--- config.mk ---
export PLATFORM = sky130hd
export DESIGN_NAME = ascii_radix_converter
export DESIGN_NICKNAME = d
export VERILOG_FILES = /design/src/sv/arc_pkg.sv /design/src/sv/arc_cfg.sv /design/src/sv/arc_div.sv /design/src/sv/arc_ctrl.sv /design/src/sv/ascii_radix_converter.sv
export VERILOG_INCLUDE_DIRS = /design/src /design/src/sv
export SDC_FILE = /design/constraint.sdc
export NUM_CORES = 1
export LEC_CHECK = 0
export BUFFER_PORTS_ARGS = -buffer_cell sky130_fd_sc_hd__buf_4
export CAP_MARGIN = 20
export CORE_AREA = 2 2 176 161
export DETAILED_ROUTE_END_ITERATION = 6
export DIE_AREA = 0 0 178 163
export PLACE_DENSITY = 0.75
export SYNTH_ARGS = -nofsm -noshare
export SYNTH_HDL_FRONTEND = slang
export SYNTH_SLANG_ARGS = --single-unit
--- constraint.sdc ---
create_clock -name clk -period 4.4 [get_ports clk]
set_clock_uncertainty 0.2 [all_clocks]
set_input_delay 0.22 -clock clk [delete_from_list [all_inputs] [get_ports clk]]
set_output_delay 0.22 -clock clk [all_outputs]
set_load 0.03 [all_outputs]
--- src/sv/assert_macros.svh ---
// Assertion helpers for the RTL that carries checks.
`ifndef ASSERT_MACROS_SVH
`define ASSERT_MACROS_SVH

// Property checked on every rising clock edge, off while reset is held.
`define ASSERT_CLK(label, prop, msg) \
  label: assert property (@(posedge clk) disable iff (!rst_n) prop) else $error(msg);

// Implication with the consequent checked in the cycle after the antecedent.
`define ASSERT_NEXT(label, ante, cons, msg) \
  `ASSERT_CLK(label, (ante) |=> (cons), msg)

`endif

--- src/sv/arc_pkg.sv ---
package arc_pkg;

  localparam int VALUE_BITS = 32;
  localparam int MAX_DIGITS = 32;
  localparam int DIG_AW     = $clog2(MAX_DIGITS);
  localparam int DIV_CW     = $clog2(VALUE_BITS);

  localparam logic [7:0] DIGIT_OFFSET        = 8'd48;
  localparam logic [7:0] LETTER_UPPER_OFFSET = 8'd55;
  localparam logic [7:0] LETTER_LOWER_OFFSET = 8'd87;

  typedef enum logic [1:0] {
    BASE_BIN = 2'd0,
    BASE_OCT = 2'd1,
    BASE_DEC = 2'd2,
    BASE_HEX = 2'd3
  } base_t;

  typedef enum logic {
    REG_SOURCE_BASE = 1'b0,
    REG_TARGET_BASE = 1'b1
  } reg_idx_t;

  typedef enum logic [2:0] {
    ST_IDLE,
    ST_DIV_START,
    ST_DIV_WAIT,
    ST_EMIT_LOAD,
    ST_EMIT
  } state_t;

  typedef struct packed {
    base_t source_base;
    base_t target_base;
  } cfg_t;

  typedef struct packed {
    logic  start;
    base_t radix_sel;
  } div_req_t;

  typedef struct packed {
    logic       done;
    logic [3:0] remainder;
  } div_rsp_t;

  function automatic logic [4:0] radix_of(base_t b);
    logic [4:0] r;
    case (b)
      BASE_BIN: r = 5'd2;
      BASE_OCT: r = 5'd8;
      BASE_DEC: r = 5'd10;
      BASE_HEX: r = 5'd16;
      default:  r = 5'd16;
    endcase
    return r;
  endfunction

endpackage

--- src/sv/arc_cfg.sv ---
module arc_cfg (
  input  logic          clk,
  input  logic          rst_n,
  input  logic          psel,
  input  logic          penable,
  input  logic          pwrite,
  input  logic [2:0]    paddr,
  input  logic [31:0]   pwdata,
  output logic [31:0]   prdata,
  output logic          pready,
  output arc_pkg::cfg_t cfg
);
  import arc_pkg::*;

  cfg_t     cfg_r;
  cfg_t     cfg_nxt;
  reg_idx_t sel;
  logic     wr_en;

  // Registers sit on 4-byte boundaries, so bit 2 picks the register.
  assign sel    = reg_idx_t'(paddr[2]);
  assign wr_en  = psel && penable && pwrite;
  assign pready = 1'b1;

  always_comb begin
    cfg_nxt = cfg_r;
    if (wr_en) begin
      case (sel)
        REG_SOURCE_BASE: cfg_nxt.source_base = base_t'(pwdata[1:0]);
        REG_TARGET_BASE: cfg_nxt.target_base = base_t'(pwdata[1:0]);
        default:         cfg_nxt = cfg_r;
      endcase
    end
  end

  always_ff @(posedge clk) begin
    if (!rst_n) begin
      cfg_r.source_base <= BASE_BIN;
      cfg_r.target_base <= BASE_DEC;
    end else begin
      cfg_r <= cfg_nxt;
    end
  end

  always_comb begin
    case (sel)
      REG_SOURCE_BASE: prdata = {30'd0, cfg_r.source_base};
      REG_TARGET_BASE: prdata = {30'd0, cfg_r.target_base};
      default:         prdata = 32'd0;
    endcase
  end

  assign cfg = cfg_r;

endmodule

--- src/sv/arc_div.sv ---
module arc_div (
  input  logic                               clk,
  input  logic                               rst_n,
  input  arc_pkg::div_req_t                  req,
  input  logic [arc_pkg::VALUE_BITS-1:0]     dividend,
  output arc_pkg::div_rsp_t                  rsp,
  output logic [arc_pkg::VALUE_BITS-1:0]     quotient
);
  import arc_pkg::*;

  logic [VALUE_BITS-1:0] quo_r;
  logic [3:0]            rem_r;
  logic [4:0]            radix_r;
  logic [DIV_CW-1:0]     cnt_r;
  logic                  running_r;
  logic                  done_r;

  logic [4:0] rem_s;
  logic [4:0] rem_diff;
  logic       ge;
  logic       last_step;

  // Restoring division, one quotient bit per cycle. The partial remainder
  // stays below the radix, so four bits hold it.
  assign rem_s     = {rem_r, quo_r[VALUE_BITS-1]};
  assign ge        = (rem_s >= radix_r);
  assign rem_diff  = rem_s - radix_r;
  assign last_step = (cnt_r == DIV_CW'(VALUE_BITS - 1));

  always_ff @(posedge clk) begin
    if (req.start) begin
      quo_r   <= dividend;
      rem_r   <= 4'd0;
      radix_r <= radix_of(req.radix_sel);
    end else if (running_r) begin
      quo_r <= {quo_r[VALUE_BITS-2:0], ge};
      rem_r <= ge ? rem_diff[3:0] : rem_s[3:0];
    end
  end

  always_ff @(posedge clk) begin
    if (!rst_n) begin
      running_r <= 1'b0;
      done_r    <= 1'b0;
      cnt_r     <= '0;
    end else begin
      done_r <= running_r && last_step;
      if (req.start) begin
        running_r <= 1'b1;
        cnt_r     <= '0;
      end else if (running_r) begin
        cnt_r <= cnt_r + 1'b1;
        if (last_step) begin
          running_r <= 1'b0;
        end
      end
    end
  end

  assign rsp.done      = done_r;
  assign rsp.remainder = rem_r;
  assign quotient      = quo_r;

endmodule

--- src/sv/arc_ctrl.sv ---
module arc_ctrl (
  input  logic                           clk,
  input  logic                           rst_n,
  input  arc_pkg::cfg_t                  cfg,
  input  logic                           start,
  input  logic [7:0]                     in_char_code,
  input  logic                           in_is_final,
  output logic                           busy,
  output logic                           out_valid,
  output logic [7:0]                     out_digit_char,
  output logic                           out_digit_last,
  output arc_pkg::div_req_t              div_req,
  output logic [arc_pkg::VALUE_BITS-1:0] dividend,
  input  arc_pkg::div_rsp_t              div_rsp,
  input  logic [arc_pkg::VALUE_BITS-1:0] quotient
);
  import arc_pkg::*;

  state_t                state_r, state_nxt;
  logic [VALUE_BITS-1:0] acc_r, acc_nxt;
  logic [VALUE_BITS-1:0] work_r, work_nxt;
  logic [DIG_AW:0]       cnt_r, cnt_nxt;
  logic [DIG_AW-1:0]     idx_r, idx_nxt;
  logic [3:0]            rd_data_r;

  logic [3:0]            digit_mem [MAX_DIGITS];

  logic [3:0]            digit_val;
  logic                  digit_ok;
  logic                  letters_ok;
  logic [VALUE_BITS-1:0] scaled;
  logic [VALUE_BITS-1:0] acc_step;
  logic                  mem_we;
  logic [DIG_AW-1:0]     rd_addr;
  logic [7:0]            ch_ofs;

  // Character decode: letters count only for a non-decimal source.
  assign letters_ok = (cfg.source_base != BASE_DEC);

  always_comb begin
    digit_ok  = 1'b1;
    digit_val = 4'd0;
    if (in_char_code >= 8'd48 && in_char_code <= 8'd57) begin
      digit_val = 4'(in_char_code - DIGIT_OFFSET);
    end else if (letters_ok && in_char_code >= 8'd65 && in_char_code <= 8'd70) begin
      digit_val = 4'(in_char_code - LETTER_UPPER_OFFSET);
    end else if (letters_ok && in_char_code >= 8'd97 && in_char_code <= 8'd102) begin
      digit_val = 4'(in_char_code - LETTER_LOWER_OFFSET);
    end else begin
      digit_ok = 1'b0;
    end
  end

  always_comb begin
    case (cfg.source_base)
      BASE_BIN: scaled = acc_r << 1;
      BASE_OCT: scaled = acc_r << 3;
      BASE_DEC: scaled = (acc_r << 3) + (acc_r << 1);
      BASE_HEX: scaled = acc_r << 4;
      default:  scaled = acc_r << 4;
    endcase
  end

  assign acc_step = scaled + VALUE_BITS'(digit_val);

  always_comb begin
    state_nxt         = state_r;
    acc_nxt           = acc_r;
    work_nxt          = work_r;
    cnt_nxt           = cnt_r;
    idx_nxt           = idx_r;
    div_req.start     = 1'b0;
    div_req.radix_sel = cfg.target_base;
    mem_we            = 1'b0;
    rd_addr           = idx_r;
    out_valid         = 1'b0;
    out_digit_last    = 1'b0;
    case (state_r)
      ST_IDLE: begin
        if (start) begin
          if (digit_ok) begin
            acc_nxt = acc_step;
          end
          if (in_is_final) begin
            work_nxt  = digit_ok ? acc_step : acc_r;
            acc_nxt   = '0;
            cnt_nxt   = '0;
            state_nxt = ST_DIV_START;
          end
        end
      end
      ST_DIV_START: begin
        div_req.start = 1'b1;
        state_nxt     = ST_DIV_WAIT;
      end
      ST_DIV_WAIT: begin
        if (div_rsp.done) begin
          mem_we   = 1'b1;
          work_nxt = quotient;
          cnt_nxt  = cnt_r + 1'b1;
          // Digits come out least significant first; stop on a zero
          // quotient or when the store is full.
          if (quotient == '0 || cnt_r == (DIG_AW + 1)'(MAX_DIGITS - 1)) begin
            idx_nxt   = cnt_r[DIG_AW-1:0];
            state_nxt = ST_EMIT_LOAD;
          end else begin
            state_nxt = ST_DIV_START;
          end
        end
      end
      ST_EMIT_LOAD: begin
        state_nxt = ST_EMIT;
      end
      ST_EMIT: begin
        out_valid      = 1'b1;
        out_digit_last = (idx_r == '0);
        rd_addr        = idx_r - 1'b1;
        if (idx_r == '0) begin
          state_nxt = ST_IDLE;
        end else begin
          idx_nxt = idx_r - 1'b1;
        end
      end
      default: begin
        state_nxt = ST_IDLE;
      end
    endcase
  end

  always_ff @(posedge clk) begin
    if (!rst_n) begin
      state_r <= ST_IDLE;
      acc_r   <= '0;
      cnt_r   <= '0;
      idx_r   <= '0;
    end else begin
      state_r <= state_nxt;
      acc_r   <= acc_nxt;
      cnt_r   <= cnt_nxt;
      idx_r   <= idx_nxt;
    end
  end

  always_ff @(posedge clk) begin
    work_r <= work_nxt;
  end

  always_ff @(posedge clk) begin
    if (mem_we) begin
      digit_mem[cnt_r[DIG_AW-1:0]] <= div_rsp.remainder;
    end
    rd_data_r <= digit_mem[rd_addr];
  end

  assign ch_ofs         = (rd_data_r < 4'd10) ? DIGIT_OFFSET : LETTER_UPPER_OFFSET;
  assign out_digit_char = {4'd0, rd_data_r} + ch_ofs;
  assign dividend       = work_r;
  assign busy           = (state_r != ST_IDLE);

endmodule

--- src/sv/ascii_radix_converter.sv ---
// ASCII radix converter.
// Characters of a number arrive on the command channel, most significant
// first: a transaction is taken at a clock edge with start high and busy low.
// Each digit character is folded into a 32-bit accumulator in that cycle, so
// non-final characters are taken back to back, one per cycle.
// The character flagged in_is_final starts the conversion and raises busy.
// The value is split into target-base digits by one shared restoring divider
// that yields one quotient bit per cycle. The digits are then read back from
// a small store, one per cycle, on out_valid with out_digit_char, and
// out_digit_last on the final one. out_valid is a one-cycle strobe: the
// receiver cannot hold results off. source_base and target_base sit on the
// APB port at offsets 0 and 4; the user must see that they are written only
// while busy is low, as the block itself does not enforce it. Reset clears
// the accumulator and sets the bases to binary in and decimal out.
module ascii_radix_converter (
  input  logic        clk,
  input  logic        rst_n,
  input  logic        psel,
  input  logic        penable,
  input  logic        pwrite,
  input  logic [2:0]  paddr,
  input  logic [31:0] pwdata,
  output logic [31:0] prdata,
  output logic        pready,
  input  logic        start,
  output logic        busy,
  input  logic [7:0]  in_char_code,
  input  logic        in_is_final,
  output logic        out_valid,
  output logic [7:0]  out_digit_char,
  output logic        out_digit_last
);
  import arc_pkg::*;

  cfg_t                  cfg;
  div_req_t              div_req;
  div_rsp_t              div_rsp;
  logic [VALUE_BITS-1:0] dividend;
  logic [VALUE_BITS-1:0] quotient;

  arc_cfg u_cfg (
    .clk     (clk),
    .rst_n   (rst_n),
    .psel    (psel),
    .penable (penable),
    .pwrite  (pwrite),
    .paddr   (paddr),
    .pwdata  (pwdata),
    .prdata  (prdata),
    .pready  (pready),
    .cfg     (cfg)
  );

  arc_div u_div (
    .clk      (clk),
    .rst_n    (rst_n),
    .req      (div_req),
    .dividend (dividend),
    .rsp      (div_rsp),
    .quotient (quotient)
  );

  arc_ctrl u_ctrl (
    .clk            (clk),
    .rst_n          (rst_n),
    .cfg            (cfg),
    .start          (start),
    .in_char_code   (in_char_code),
    .in_is_final    (in_is_final),
    .busy           (busy),
    .out_valid      (out_valid),
    .out_digit_char (out_digit_char),
    .out_digit_last (out_digit_last),
    .div_req        (div_req),
    .dividend       (dividend),
    .div_rsp        (div_rsp),
    .quotient       (quotient)
  );

`include "assert_macros.svh"

  `ASSERT_CLK(a_strobe_busy, out_valid |-> busy, "digit strobe while idle")
  `ASSERT_NEXT(a_char_no_busy, start && !busy && !in_is_final, !busy, "busy after plain char")
  `ASSERT_NEXT(a_final_busy, start && !busy && in_is_final, busy, "final char did not start run")
  `ASSERT_NEXT(a_last_idle, out_valid && out_digit_last, !busy, "still busy after last digit")
  `ASSERT_CLK(a_div_in_run, div_rsp.done |-> (busy && !out_valid), "divider done outside split")

endmodule

# Word-level counts from Yosys, hierarchy flattened
# Memories as Yosys holds them, arrays and structs flattened. A register that Yosys moved wholly into a read port is not among the register bits.
# Cells that the tools add are included.
[op_classes]
magnitude_cmp = 8
n_eq_ne = 19
mux = 44
reduce_logical = 25
n_addsub = 10
bitwise_logic = 2
[op_table]
columns = ["op", "n"]
rows = [
  ["32-bit 2-to-1 mux", 7],
  ["32-bit case mux with 2 select lines", 2],
  ["32-bit case mux with 4 select lines", 1],
  ["32-bit adder", 1],
  ["32-bit by 4-bit adder with 32-bit output", 1],
  ["32-bit zero test", 1],
  ["5-bit 2-to-1 mux", 4],
  ["5-bit case mux with 4 select lines", 1],
  ["6-bit 2-to-1 mux", 3],
  ["8-bit by 7-bit >= comparator with 1-bit output (second input constant)", 2],
  ["8-bit by 7-bit less-or-equal comparator with 1-bit output (second input constant)", 2],
  ["4-bit 2-to-1 mux", 4],
  ["3-bit 2-to-1 mux", 5],
  ["3-bit case mux with 5 select lines", 1],
  ["1-bit 2-to-1 mux", 13],
  ["6-bit case mux with 2 select lines", 1],
  ["4-bit AND reduction", 3],
  ["2-bit != test (second input constant)", 5],
  ["5-bit case mux with 2 select lines", 1],
  ["4-bit by 8-bit adder with 8-bit output", 1],
  ["2-bit == test (second input constant)", 4],
  ["8-bit by 6-bit >= comparator with 1-bit output (second input constant)", 1],
  ["8-bit by 6-bit less-or-equal comparator with 1-bit output (second input constant)", 1],
  ["1-bit logical AND", 8],
  ["25 further kinds", 35],
]
[word_totals]
register_bits = 130
n_memories = 1
ram_bits = 128
elab_cells = 122
output_inout_bits = 44
[memory_table]
columns = ["name", "depth", "word_bits", "read_ports", "rd_clocked_by_memory_dff", "wr", "line", "rtl"]
rows = [
  ["u_ctrl.digit_mem", 32, 4, 1, 1, 1, "arc_ctrl.sv:26", "logic [3:0] digit_mem [MAX_DIGITS];"],
]

# Longest topological paths before layout
# Gate-level depths: netlist (run 1).
[depth]
word_depth = 11
depth_mapped = 24
depth_no_buf = 20

# Cells and area by module
# From an unflattened synthesis (run 1), not the netlist that was laid out.
[hier_totals]
hier_cells = 1324
area_unflattened_um2 = 14971.9
[by_module_without_submodules]
columns = ["module", "cells_per_inst", "area_per_inst_um2", "n_inst", "seq_area_each_um2"]
rows = [
  ["arc_ctrl", 1132, 12428.2, 1, 5805.6],
  ["arc_div", 140, 2093.3, 1, 1271.2],
  ["arc_cfg", 52, 450.4, 1, 80.1],
]

# Worst setup path before layout (run 1)
# Ideal clock, no wire load.
[synth_timing]
path_type = "register to register"
startpoint = "register u_cfg.cfg_r (netlist bit u_cfg.cfg[2])"
endpoint = "register u_ctrl.work_r[25], in the netlist u_ctrl.dividend[25], data pin"
required_time_ns = 3.935
t_arrival_ns = 4.369
slack_ns = -0.433
path_buffers = 7
period_less_slack_ns = 4.833
path_stages_with_launch = 25
cell_sequence = "dfxtp_1 -> buf_2 -> inv_1 -> buf_2 -> nand2_2 -> buf_6 -> nand2_1 -> or3_1 -> and2_1 -> clkbuf_1 -> clkbuf_1 -> buf_1 -> nor2_1 -> ha_1 -> a21oi_1 -> nor2b_1 -> nand2_1 -> nor2_1 -> and4_1 -> clkbuf_1 -> nand3_1 -> nor4b_2 -> nor3b_1 -> xor2_1 -> a21oi_1"
[synth_between]
elab_chain_len = 11
elab_cells_between_ends = 21
classes_between = "1 x add/sub; 4 x eq/ne; 11 x mux; 5 x reduce/logical"
[synth_lines]
columns = ["item", "line", "rtl"]
rows = [
  ["start: declaration", "arc_cfg.sv:15", "cfg_t cfg_r;"],
  ["start signal: assignment", "arc_cfg.sv:41", "cfg_r <= cfg_nxt;"],
  ["2-bit != test", "arc_ctrl.sv:38", "assign letters_ok = (cfg.source_base != BASE_DEC);"],
  ["1-bit logical AND (2 in a row)", "arc_ctrl.sv:47", "end else if (letters_ok && in_char_code >= 8'd97 && in_char_code <= 8'd102) begin"],
  ["4-bit 2-to-1 mux", "arc_ctrl.sv:47", ""],
  ["4-bit 2-to-1 mux", "arc_ctrl.sv:45", "end else if (letters_ok && in_char_code >= 8'd65 && in_char_code <= 8'd70) begin"],
  ["4-bit 2-to-1 mux", "arc_ctrl.sv:43", "if (in_char_code >= 8'd48 && in_char_code <= 8'd57) begin"],
  ["32-bit by 4-bit adder with 32-bit output", "arc_ctrl.sv:64", "assign acc_step = scaled + VALUE_BITS'(digit_val);"],
  ["32-bit 2-to-1 mux (*)", "-", ""],
  ["32-bit 2-to-1 mux (*)", "arc_ctrl.sv:84", "if (in_is_final) begin"],
  ["32-bit 2-to-1 mux (*)", "arc_ctrl.sv:80", "if (start) begin"],
  ["32-bit case mux with 2 select lines (*)", "arc_ctrl.sv:78", "case (state_r)"],
  ["via u_ctrl.work_nxt[25]", "arc_ctrl.sv:21", "logic [VALUE_BITS-1:0] work_r, work_nxt;"],
  ["end signal: assignment", "arc_ctrl.sv:145", "work_r <= work_nxt;"],
  ["end: declaration", "arc_ctrl.sv:21", ""],
]
# Mark *: on every way through the listed nets, which the timed path passes. The rest lies on a longest branch. The select of a mux whose other input is x is not followed.
# A chain may end at the register's enable or synchronous reset.

# Final worst setup path (run 1)
[layout_timing]
startpoint = "register u_ctrl.acc_r[4]"
endpoint = "register u_ctrl.work_r[31], in the netlist u_ctrl.dividend[31], data pin"
[layout_between]
elab_chain_len = 7
[layout_lines]
columns = ["item", "line", "rtl"]
rows = [
  ["start: declaration", "arc_ctrl.sv:20", "logic [VALUE_BITS-1:0] acc_r, acc_nxt;"],
  ["start signal: assignment", "arc_ctrl.sv:138", "acc_r <= acc_nxt;"],
  ["32-bit adder", "arc_ctrl.sv:58", "BASE_DEC: scaled = (acc_r << 3) + (acc_r << 1);"],
  ["32-bit case mux with 4 select lines (*)", "arc_ctrl.sv:55", "case (cfg.source_base)"],
  ["32-bit by 4-bit adder with 32-bit output (*)", "arc_ctrl.sv:64", ""],
  ["32-bit 2-to-1 mux (*)", "-", ""],
  ["32-bit 2-to-1 mux (*)", "arc_ctrl.sv:84", ""],
  ["32-bit 2-to-1 mux (*)", "arc_ctrl.sv:80", ""],
  ["32-bit case mux with 2 select lines (*)", "arc_ctrl.sv:78", ""],
  ["via u_ctrl.work_nxt[31]", "arc_ctrl.sv:21", ""],
]
# Marks and branches as above.

==> qor.yml, run 1 <==
drt:
  vias: 10865
  ant_nets: 0
  routed_via_density: 6.05
  wl_mm: 33.9
  drc: 0
  wire_per_inst_um: 18.9
  drtIter0Drc: 879
  firstDrtPassIters: 5
clock_network:
  clk_pin_slew_ps: 60
  numClockSinks: 260
  clk_path_buf_depth: 3
  htreeDepth: 1
  cts_tree: "built"
  cts_root_buf: "clkbuf_16"
  numCtsBuffers: 25
  clk_latency_ps: 520
logic_synthesis:
  synth.largest_area_cell: "edfxtp_1"
  synth_area_leaders: "edfxtp_1, dfxtp_1, mux4_2"
  ys_ff_latch: 260
  synth.mux.area_fraction: 0.115
  synth_top_family_by_area: "simple AND/OR/NAND/NOR gates"
  ys_seq_area_frac: 0.476
  syn_area_um2: 15000
  synth_cells: 1394
  syn_area_per_cell_um2: 10.8
  synthFlopType: "edfxtp_1"
  synth_cell_types: 87
  synth_edf_count: 195
  synthSimpleGateAreaFrac: 0.162
  yosysTopAreaCellShare: 0.390
  ys_async_sr_fraction: 0
  synthXorXnorAreaFrac: 0.0245
  synth_compound_area_frac: 0.130
  yosys_warnings: 0
  synth_fa_ha_area_frac: 0.0468
power_and_ir_drop:
  p_per_area_nw_per_um2: 333
  pwr-share-seq: 0.519
  combinationalPowerShare: 0.088
  p_leak_nw: 5.92
  switchingPower_mw: 1.25
  peakVddDrop_mv: 0.273
  clkPwrFrac: 0.393
  p_int_mw: 4.23
  netSwitchingFraction: 0.228
placed_design:
  port_buffers: 29
  gp_congestion: 0.928
  placed_cells: 1738
  hpwl_mm: 23.8
  place_ws_ps: -25.4
layout:
  area_growth_pct: 9.48
  layout_common_cells: "edfxtp_1, nor2_1, nand2_1"
  fillerInstances: 2194
  nNetsFinal: 1522
  antennaDiodeCount: 0
  finalNonFillerCells: 1796
  mostFrequentLayoutCell: "edfxtp_1"
  drive_gt1_frac: 0.161
grt:
  first_global_vias: 10419
  antenna_found_initial: 0
  grt_max_degree: 53
  grt_pass1_wl_mm: 55.1
  grt_overflow: 0
  track_usage: 0.238
floorplan:
  fp.dieW_um: 178
  die_h_um: 163
  coreArea_um2: 27400
  die-area_um2: 29000
  start_util: 0.549
  rows: 58
  boundaryPins: 94
timing:
  max_slew_margin: 0.451
  worst_slew_pin_slew_ps: 823
  fin_hold_ws_ps: 101
  timing.fmax_mhz: 242
  period_share: 0.941
  hold_viol_final: 0
  setup_slack_ps: 260
  post-route-min-period_ps: 4140
  setup_viol: 0
  maxSlewViolCount: 0
run:
  max_cap_viol_count: 0
critical_path:
  critPathLaunch: "u_ctrl.acc_r[4]$_SDFFE_PN0P_"
  end_kind: "flop"
  cp.arrival_ps: 4200
  worstReg2RegEnd: "u_ctrl.dividend[31]$_DFFE_PP_"
  cp.required_ps: 4460
  cp_max_fo: 8
  regToRegStartpoint: "u_ctrl.acc_r[4]$_SDFFE_PN0P_"
  start_kind: "flop"
  worstSetupEndpoint: "u_ctrl.dividend[31]$_DFFE_PP_"
  rr_worst_depth: 12
  critPathKind: "flop to flop"
  r2r_slack_ps: 260
status:
  status: "complete, no violations"
min_path:
  hold_class: "primary input to flop"
## flip-flops by register name (all words and copies together) (netlist names), 3 cells and up
name              count
u_ctrl.cnt_r          6
u_div.quotient       32
u_ctrl.idx_r          5
u_ctrl.acc_r         32
u_ctrl.dividend      32
u_ctrl.digit_mem    128
u_div.radix_r         3
u_cfg.cfg             4
u_ctrl.rd_data_r      4
u_div.rem_r           4
u_ctrl.state_r        3
u_div.cnt_r           5
## logic make-up after synthesis
group,count (synthesis)
compound gates,307
xor+xnor,42
fa+ha+maj,55
buf+inv,129
flops,260
mux,120
other cells,2
simple gates,479
## metrics by stage
| stage | total power, mW | util | setup TNS, ps | instance area (um2) |
|---|---|---|---|---|
| 2_1_floorplan | 3.22 | - | 0 | 15200 |
| 3_3_place_gp | 3.34 | 0.567 | 0 | 15500 |
| 3_5_place_dp | 3.37 | 0.567 | -43.8 | 15500 |
| 4_1_cts | 5.51 | 0.601 | 0 | 16400 |
| 5_1_grt | 5.66 | 0.601 | -12.4 | 16500 |
| 6_report | 5.47 | 0.601 | 0 | 16500 |
## cell usage after synthesis (15+ instances only)
cell type and n:
nor2b_1 41, xnor2_1 26, clkbuf_1 47, mux2_2 51, and2_1 15, a22oi_1 19
dfxtp_1 65, nor3_1 18, edfxtp_1 195, nand3_1 26, nand4_1 19, ha_1 53
nor2_1 137, mux2i_1 32, xor2_1 16, o21ai_0 81, a21oi_1 91, nand2_1 124
mux4_2 37, buf_4 36, inv_1 27
## routing by layer
layer | vias to the layer above | wire, um | track usage | part of all wire
met1 | 5286 | 15000 | 0.331 | 0.44
li1 | 5192 | - | - | -
met3 | 67 | 1680 | 0.0250 | 0.050
met2 | 320 | 16300 | 0.396 | 0.48
met5 | - | 0 | 0 | 0
met4 | 0 | 877 | 0.0708 | 0.026
## worst max-delay path, cell delays in order, from the launching register on
cell and delay, ps:
dfxtp_1 510, ha_1 350, o21a_1 240, a211oi_2 300
and3b_4 270, o21ai_0 390, nand4_1 190, and3b_1 220
nor3b_1 410, nand4_1 250, and3b_1 280, xnor2_1 170
a21oi_1 110
## layout make-up
type | instances | area, um2 | area share
Multi-Input combinational cell | 1035 | 7370 | 0.448
Sequential cell | 260 | 7160 | 0.435
Timing Repair Buffer | 67 | 543 | 0.0330
Inverter | 28 | 105 | 0.00639
Tap cell | 360 | 450 | 0.0274
Clock inverter | 9 | 121 | 0.00738
Clock buffer | 37 | 701 | 0.0426
## power by group through the flow
stage | Combinational, mW | Clock [mW] | Sequential (mW)
detailed placement | 0.477 | 0 | 2.89
global route | 0.534 | 2.28 | 2.84
finish | 0.484 | 2.15 | 2.84
CTS | 0.486 | 2.18 | 2.84
global placement | 0.456 | 0 | 2.89
floorplan | 0.287 | 0 | 2.93
## worst min-delay path by stage
stage,cells after the start,startpoint,slack [ps],end
floorplan,2,pwdata[1],150,u_cfg.cfg[1]$_SDFFE_PN1P_
global placement,2,u_ctrl.acc_r[31]$_SDFFE_PN0P_,240,u_ctrl.acc_r[31]$_SDFFE_PN0P_
detailed placement,2,u_ctrl.acc_r[31]$_SDFFE_PN0P_,250,u_ctrl.acc_r[31]$_SDFFE_PN0P_
CTS,4,in_char_code[0],70,u_ctrl.dividend[0]$_DFFE_PP_
global route,4,in_char_code[0],110,u_ctrl.dividend[0]$_DFFE_PP_
finish,4,in_char_code[0],100,u_ctrl.dividend[0]$_DFFE_PP_
## timing repair
item | in CTS | in global routing
endpoints found under the setup margin | 0 | 10
hold buffers | 11 | 0
setup buffers | 0 | 0
endpoints found under the hold margin | 40 | 0
gates resized for setup | 0 | 3
Power figures use the tool's default switching activity.
==> run 2: changes to the inputs <==
--- a/config.mk
+++ b/config.mk
@@ -11,7 +11,7 @@
 export CORE_AREA = 2 2 176 161
 export DETAILED_ROUTE_END_ITERATION = 6
 export DIE_AREA = 0 0 178 163
-export PLACE_DENSITY = 0.75
+export PLACE_DENSITY = 0.74
 export SYNTH_ARGS = -nofsm -noshare
 export SYNTH_HDL_FRONTEND = slang
 export SYNTH_SLANG_ARGS = --single-unit
==> qor.yml, run 2 (same netlist as run 1, synthesis figures left out) <==
status:
  status: "complete, no violations"  # unchanged
clock_network:
  clk_latency_ps: 530  # was 520 ps
  cts_tree: "built"  # unchanged
  postCtsSetupBuffers: 0  # unchanged
  clk_pin_slew_ps: 60  # about the same
  cts_root_buf: "clkbuf_16"  # unchanged
  htreeDepth: 1  # unchanged
  clk_path_buf_depth: 3  # unchanged
  numClockSinks: 260  # unchanged
  numCtsBuffers: 25  # unchanged
min_path:
  hold_class: "primary input to flop"  # unchanged
  hold_end: "u_cfg.cfg[3]$_SDFFE_PN0P_"  # was u_ctrl.dividend[0]$_DFFE_PP_
  holdCritStartpoint: "penable"  # was in_char_code[0]
  holdPathStages: 4  # unchanged
placed_design:
  place_area_um2: 15500  # about the same
  port_buffers: 29  # unchanged
  placed_cells: 1740  # was 1,738
  gp_congestion: 0.891  # was 0.928
  place_ws_ps: 115  # was -25.4 ps
  hpwl_mm: 23.6  # was 23.8 mm
layout:
  multi_input_area_um2: 7370  # about the same
  antennaDiodeCount: 0  # unchanged
  finalNonFillerCells: 1796  # unchanged
  layout_common_cells: "edfxtp_1, nor2_1, nand2_1"  # unchanged
  mostFrequentLayoutCell: "edfxtp_1"  # unchanged
  largest_reg_flops: 128  # unchanged
  regArea_um2: 7160  # unchanged
  design_area_um2: 16400  # was 16,500 um2
  nNetsFinal: 1522  # unchanged
  drive_gt1_frac: 0.162  # was 0.161
  fillerInstances: 2202  # was 2,194
  area_growth_pct: 8.92  # was 9.48%
run:
  max_cap_viol_count: 0  # unchanged
floorplan:
  rows: 58  # unchanged
  boundaryPins: 94  # unchanged
  die-area_um2: 29000  # unchanged
  start_util: 0.549  # unchanged
  coreArea_um2: 27400  # unchanged
  fp.dieW_um: 178  # unchanged
  die_h_um: 163  # unchanged
critical_path:
  start_kind: "flop"  # unchanged
  critPathKind: "flop to flop"  # unchanged
  cp.required_ps: 4480  # was 4460 ps
  cp_max_fo: 6  # was 8
  rr_worst_depth: 13  # was 12
  worstReg2RegEnd: "u_ctrl.dividend[25]$_DFFE_PP_"  # was u_ctrl.dividend[31]$_DFFE_PP_
  cp.arrival_ps: 4240  # was 4200 ps
  end_kind: "flop"  # unchanged
  r2r_slack_ps: 230  # was 260 ps
  regToRegStartpoint: "u_ctrl.acc_r[0]$_SDFFE_PN0P_"  # was u_ctrl.acc_r[4]$_SDFFE_PN0P_
timing:
  worst_slew_pin_slew_ps: 947  # was 823 ps
  setup_slack_ps: 234  # was 260 ps
  timing.fmax_mhz: 240  # was 242 MHz
  post-route-min-period_ps: 4170  # was 4140 ps
  setup_viol: 0  # unchanged
  finalSetupTns_ps: 0  # unchanged
  max_slew_margin: 0.366  # was 0.451
  hold_viol_final: 0  # unchanged
  rsz0062_at_grt: "no"
  period_share: 0.947  # was 0.941
  maxSlewViolCount: 0  # unchanged
power_and_ir_drop:
  p_leak_nw: 5.86  # was 5.92 nW
  p_int_mw: 4.00  # was 4.23 mW
  pwr-share-seq: 0.540  # was 0.519
  switchingPower_mw: 1.27  # was 1.25 mW
  combinationalPowerShare: 0.089  # was 0.088
  netSwitchingFraction: 0.241  # was 0.228
  peakVddDrop_mv: 0.244  # was 0.273 mV
  p_total_mw: 5.26  # was 5.47 mW
  clkPwrFrac: 0.370  # was 0.393
  p_per_area_nw_per_um2: 322  # was 333 nW/um2
drt:
  vias: 10747  # was 10,865
  wl_met1_mm: 14.9  # was 15.0 mm
  wl_met3_mm: 1.52  # was 1.68 mm
  drtIter0Drc: 817  # was 879
  highest_layer: "met4"  # unchanged
  routed_via_density: 5.98  # was 6.05
  ant_nets: 0  # unchanged
  firstDrtPassIters: 7  # was 5
  wire_per_inst_um: 18.7  # was 18.9 um
  wl_met2_mm: 16.2  # was 16.3 mm
  drc: 0  # unchanged
  wl_mm: 33.6  # was 33.9 mm
grt:
  track_usage: 0.236  # was 0.238
  antenna_found_initial: 0  # unchanged
  grt_overflow: 0  # unchanged
  grt_max_degree: 46  # was 53
  grt_pass1_wl_mm: 54.8  # was 55.1 mm
  first_global_vias: 10387  # was 10,419
## run 2: cell count changes in the layout (fill, tap and decap cells not counted), sizes merged
cell and delta:
buf +1, bufinv -3, clkbuf -9, clkinv +7, clkinvlp +5, dlygate4sd3 -1
## run 2: per-stage QoR
stage,hold slack (ps),utilization
floorplan,145,-
global placement,232,0.567
detailed placement,262,0.567
CTS,13.3,0.598
global route,48.6,0.598
finish,26.8,0.598
## run 2: worst max-delay path by stage
stage / startpoint / slack [ps] / cells past startpoint / endpoint
CTS: u_ctrl.acc_r[3]$_SDFFE_PN0P_ / 320 / 12 / u_ctrl.dividend[31]$_DFFE_PP_
floorplan: u_cfg.cfg[3]$_SDFFE_PN0P_ / 9 / 24 / u_ctrl.dividend[25]$_DFFE_PP_
detailed placement: in_char_code[0] / 120 / 21 / u_ctrl.dividend[30]$_DFFE_PP_
global route: u_ctrl.acc_r[0]$_SDFFE_PN0P_ / 8 / 13 / u_ctrl.dividend[26]$_DFFE_PP_
finish: u_ctrl.acc_r[0]$_SDFFE_PN0P_ / 230 / 13 / u_ctrl.dividend[25]$_DFFE_PP_
global placement: in_char_code[0] / 180 / 21 / u_ctrl.dividend[30]$_DFFE_PP_
## run 2: timing repair
item / in CTS / in global routing
hold endpoints to repair: 41 / 0
hold buffers: 10 / 0
gates resized for setup: 0 / 2
setup endpoints to repair: 0 / 3
## run 2: power groups by stage
stage / registers [mW] / logic [mW] / clock network, mW
3_5_place_dp: 2.90 / 0.469 / 0
4_1_cts: 2.85 / 0.476 / 1.98
3_3_place_gp: 2.89 / 0.450 / 0
6_report: 2.85 / 0.471 / 1.95
2_1_floorplan: 2.93 / 0.287 / 0
5_1_grt: 2.85 / 0.529 / 2.07
## run 2: worst max-delay path, cell delays in order, from the launching register on
cell,delay [ps]
dfxtp_1,500
ha_1,250
fa_1,240
a21oi_1,80
nor2_1,320
nor2_1,150
o21ba_2,230
xnor2_1,260
o21ai_0,260
or3_1,480
nor4b_4,330
nor3b_2,230
xor2_1,290
a21oi_1,110
## run 2: layout make-up
cell class | instances | share of cell area
Inverter | 28 | 0.00642
Tap cell | 360 | 0.0275
Clock inverter | 18 | 0.00642
Multi-Input combinational cell | 1035 | 0.450
Sequential cell | 260 | 0.437
Timing Repair Buffer | 67 | 0.0330
Clock buffer | 28 | 0.0389
## run 2: metal layers
metal  GRT usage  vias to the layer above
met5           0                        -
met4      0.0734                        0
met3      0.0212                       58
met2       0.396                      306
met1       0.326                     5178
li1            -                     5205
==> run 3: changes to the inputs <==
--- a/config.mk
+++ b/config.mk
@@ -6,12 +6,13 @@
 export SDC_FILE = /design/constraint.sdc
 export NUM_CORES = 1
 export LEC_CHECK = 0
+export ABC_AREA = 1
 export BUFFER_PORTS_ARGS = -buffer_cell sky130_fd_sc_hd__buf_4
 export CAP_MARGIN = 20
-export CORE_AREA = 2 2 176 161
+export CORE_AREA = 2 2 181 165
 export DETAILED_ROUTE_END_ITERATION = 6
-export DIE_AREA = 0 0 178 163
-export PLACE_DENSITY = 0.74
+export DIE_AREA = 0 0 183 167
+export PLACE_DENSITY = 0.73
 export SYNTH_ARGS = -nofsm -noshare
 export SYNTH_HDL_FRONTEND = slang
 export SYNTH_SLANG_ARGS = --single-unit
==> qor.yml, run 3 <==
drt:
  wire_per_inst_um: 16.0  # was 18.7 um
  routed_via_density: 5.54  # was 5.98
  wl_met1_mm: 16.3  # was 14.9 mm
  drtIter0Drc: 1188  # was 817
  wl_met3_mm: 1.95  # was 1.52 mm
  firstDrtPassIters: 6  # was 7
  wl_mm: 39.0  # was 33.6 mm
  ant_nets: 0  # unchanged
  drc: 0  # unchanged
  highest_layer: "met4"  # unchanged
  vias: 13468  # was 10,747
  wl_met2_mm: 19.3  # was 16.2 mm
layout:
  layout_common_cells: "nand2_1, inv_1, nor2_1"  # was edfxtp_1, nor2_1, nand2_1
  design_area_um2: 17200  # was 16,400 um2
  fillerInstances: 2536  # was 2,202
  multi_input_area_um2: 7310  # was 7370 um2
  largest_reg_flops: 128  # unchanged
  mostFrequentLayoutCell: "nand2_1"  # was edfxtp_1
  antennaDiodeCount: 0  # unchanged
  area_growth_pct: 8.73  # was 8.92%
  nNetsFinal: 2152  # was 1,522
  regArea_um2: 7160  # about the same
  drive_gt1_frac: 0.0910  # was 0.162
  post-route-util: 0.601  # was 0.598
timing:
  max_slew_margin: 0.334  # was 0.366
  period_share: 0.903  # was 0.947
  finalSetupTns_ps: 0  # unchanged
  worst_slew_pin_slew_ps: 999  # was 947 ps
  post-route-min-period_ps: 3970  # was 4170 ps
  hold_viol_final: 0  # unchanged
  timing.fmax_mhz: 252  # was 240 MHz
  maxSlewViolCount: 0  # unchanged
  fin_hold_ws_ps: 103  # was 26.8 ps
  setup_viol: 0  # unchanged
  rsz0062_at_grt: "no"  # unchanged
min_path:
  holdCritStartpoint: "in_char_code[0]"  # was penable
  holdPathStages: 5  # was 4
  hold_class: "primary input to flop"  # unchanged
  hold_end: "u_ctrl.acc_r[0]$_SDFFE_PN0P_"  # was u_cfg.cfg[3]$_SDFFE_PN0P_
clock_network:
  cts_root_buf: "clkbuf_16"  # unchanged
  clk_path_buf_depth: 3  # unchanged
  clk_pin_slew_ps: 60  # about the same
  numClockSinks: 260  # unchanged
  cts_resized: 0  # unchanged
  postCtsSetupBuffers: 0  # unchanged
  htreeDepth: 1  # unchanged
  ctsHoldBuffers: 12  # was 10
  numCtsBuffers: 26  # was 25
  cts_tree: "built"  # unchanged
  clk_latency_ps: 540  # was 530 ps
power_and_ir_drop:
  netSwitchingFraction: 0.337  # was 0.241
  peakVddDrop_mv: 0.369  # was 0.244 mV
  p_per_area_nw_per_um2: 454  # was 322 nW/um2
  switchingPower_mw: 2.63  # was 1.27 mW
  p_total_mw: 7.81  # was 5.26 mW
  p_int_mw: 5.18  # was 4.00 mW
  pwr-share-seq: 0.457  # was 0.540
  p_leak_nw: 7.23  # was 5.86 nW
  clkPwrFrac: 0.285  # was 0.370
  combinationalPowerShare: 0.257  # was 0.089
run:
  max_cap_viol_count: 0  # unchanged
floorplan:
  rows: 59  # was 58
  fp.dieW_um: 183  # was 178 um
  die-area_um2: 30600  # was 29,000 um2
  coreArea_um2: 28600  # was 27,400 um2
  die_h_um: 167  # was 163 um
  start_util: 0.553  # was 0.549
  boundaryPins: 94  # unchanged
critical_path:
  cp.required_ps: 4480  # about the same
  cp_max_fo: 28  # was 6
  r2r_slack_ps: 430  # was 230 ps
  worstReg2RegEnd: "u_ctrl.dividend[27]$_DFFE_PP_"  # was u_ctrl.dividend[25]$_DFFE_PP_
  rr_worst_depth: 24  # was 13
  cp.arrival_ps: 4060  # was 4240 ps
  critPathLaunch: "u_cfg.cfg[2]$_SDFFE_PN0P_"  # was u_ctrl.acc_r[0]$_SDFFE_PN0P_
  regToRegStartpoint: "u_cfg.cfg[2]$_SDFFE_PN0P_"  # was u_ctrl.acc_r[0]$_SDFFE_PN0P_
  start_kind: "flop"  # unchanged
  end_kind: "flop"  # unchanged
  critPathKind: "flop to flop"  # unchanged
logic_synthesis:
  ys_async_sr_fraction: 0  # unchanged
  synth_edf_count: 195  # unchanged
  synth_compound_area_frac: 0.125  # was 0.130
  syn_area_per_cell_um2: 7.81  # was 10.8 um2
  synthXorXnorAreaFrac: 0.00940  # was 0.0245
  synth.largest_area_cell: "edfxtp_1"  # unchanged
  synth_top_family_by_area: "simple AND/OR/NAND/NOR gates"  # unchanged
  synth.cells.most_frequent: "nand2_1, inv_1, nor2_1"  # was edfxtp_1, nor2_1, nand2_1
  synth_cell_types: 57  # was 87
  yosysMostFrequentCell: "nand2_1"  # was edfxtp_1
  synthSimpleGateAreaFrac: 0.275  # was 0.162
  ys_seq_area_frac: 0.452  # was 0.476
  synthFlopType: "edfxtp_1"  # unchanged
  ys_ff_latch: 260  # unchanged
  synth_area_leaders: "edfxtp_1, nand2_1, dfxtp_1"  # was edfxtp_1, dfxtp_1, mux4_2
  yosys_warnings: 0  # unchanged
  synth_cells: 2026  # was 1,394
  synth.mux.area_fraction: 0  # was 0.115
  syn_area_um2: 15800  # was 15,000 um2
  yosysTopAreaCellShare: 0.370  # was 0.390
  synth_fa_ha_area_frac: 0.0444  # was 0.0468
placed_design:
  place_area_um2: 16200  # was 15,500 um2
  gp_congestion: 0.914  # was 0.891
  port_buffers: 29  # unchanged
  hpwl_mm: 27.4  # was 23.6 mm
grt:
  grt_max_degree: 65  # was 46
  first_global_vias: 12843  # was 10,387
  track_usage: 0.256  # was 0.236
  grt_pass1_wl_mm: 63.9  # was 54.8 mm
  grt_overflow: 0  # unchanged
  antenna_found_initial: 0  # unchanged
status:
  status: "complete, no violations"  # unchanged
==> run 3: layout make-up <==
cell class,count,share of cell area
Clock buffer,29,0.0384
Clock inverter,19,0.0112
Inverter,248,0.0546
Sequential cell,260,0.416
Tap cell,366,0.0266
Timing Repair Buffer,62,0.0288
Multi-Input combinational cell,1449,0.425
==> run 3: routing by layer <==
layer	vias to the layer above	track usage
li1	6697	-
met1	6240	0.317
met2	432	0.458
met3	99	0.0265
met4	0	0.103
met5	-	0
==> run 3: kinds of logic (layout without fill, tap and decap cells) <==
| family | after synthesis | after routing |
|---|---|---|
| simple gates | 1004 | 1004 |
| xor+xnor | 17 | 17 |
| other cells | 2 | 32 |
| flops | 260 | 260 |
| compound gates | 341 | 341 |
| buf+inv | 347 | 358 |
| fa+ha+maj | 55 | 55 |
==> run 3: power by group through the flow <==
stage               combinational, mW  sequential (mW)  clock [mW]
finish                           2.01             3.57        2.23
floorplan                        1.33             3.63           0
CTS                              2.00             3.57        2.26
global placement                 1.94             3.60           0
detailed placement               1.99             3.61           0
global route                     2.24             3.61        2.35
==> run 3: worst max path at each step <==
stage / end / slack, ps / depth (start not counted)
after floorplan: u_ctrl.dividend[23]$_DFFE_PP_ / 330 / 29
after global placement: u_ctrl.dividend[27]$_DFFE_PP_ / 500 / 24
after detailed placement: u_ctrl.dividend[27]$_DFFE_PP_ / 430 / 24
after CTS: u_ctrl.dividend[27]$_DFFE_PP_ / 430 / 24
after global routing: u_ctrl.dividend[21]$_DFFE_PP_ / 2 / 23
final: u_ctrl.dividend[27]$_DFFE_PP_ / 430 / 24
==> run 3: worst max-delay path, cell delays in order, from the launching register on <==
cell and delay (ps):
dfxtp_1 370, inv_4 50, nand2_4 80, clkinv_4 210, nor4_2 200, o211ai_1 190
nand2_2 130, o21ai_0 100, a21oi_1 280, fa_1 260, nand2_1 80, nand2_1 80
nand3_2 90, nor2_2 190, nand3_2 150, nor2_4 130, nand2_4 80, nor2_8 130
nand3_4 90, nor2_4 200, nand4_1 100, nand2_1 90, nand2_2 70, nand3_1 110
nand2_1 60
==> run 3: through the flow <==
step	cells	worst slack (ps)
after global placement	2373	497
final	2433	425
after CTS	2433	427
after global routing	2433	1.67
after detailed placement	2373	431
after floorplan	2056	332
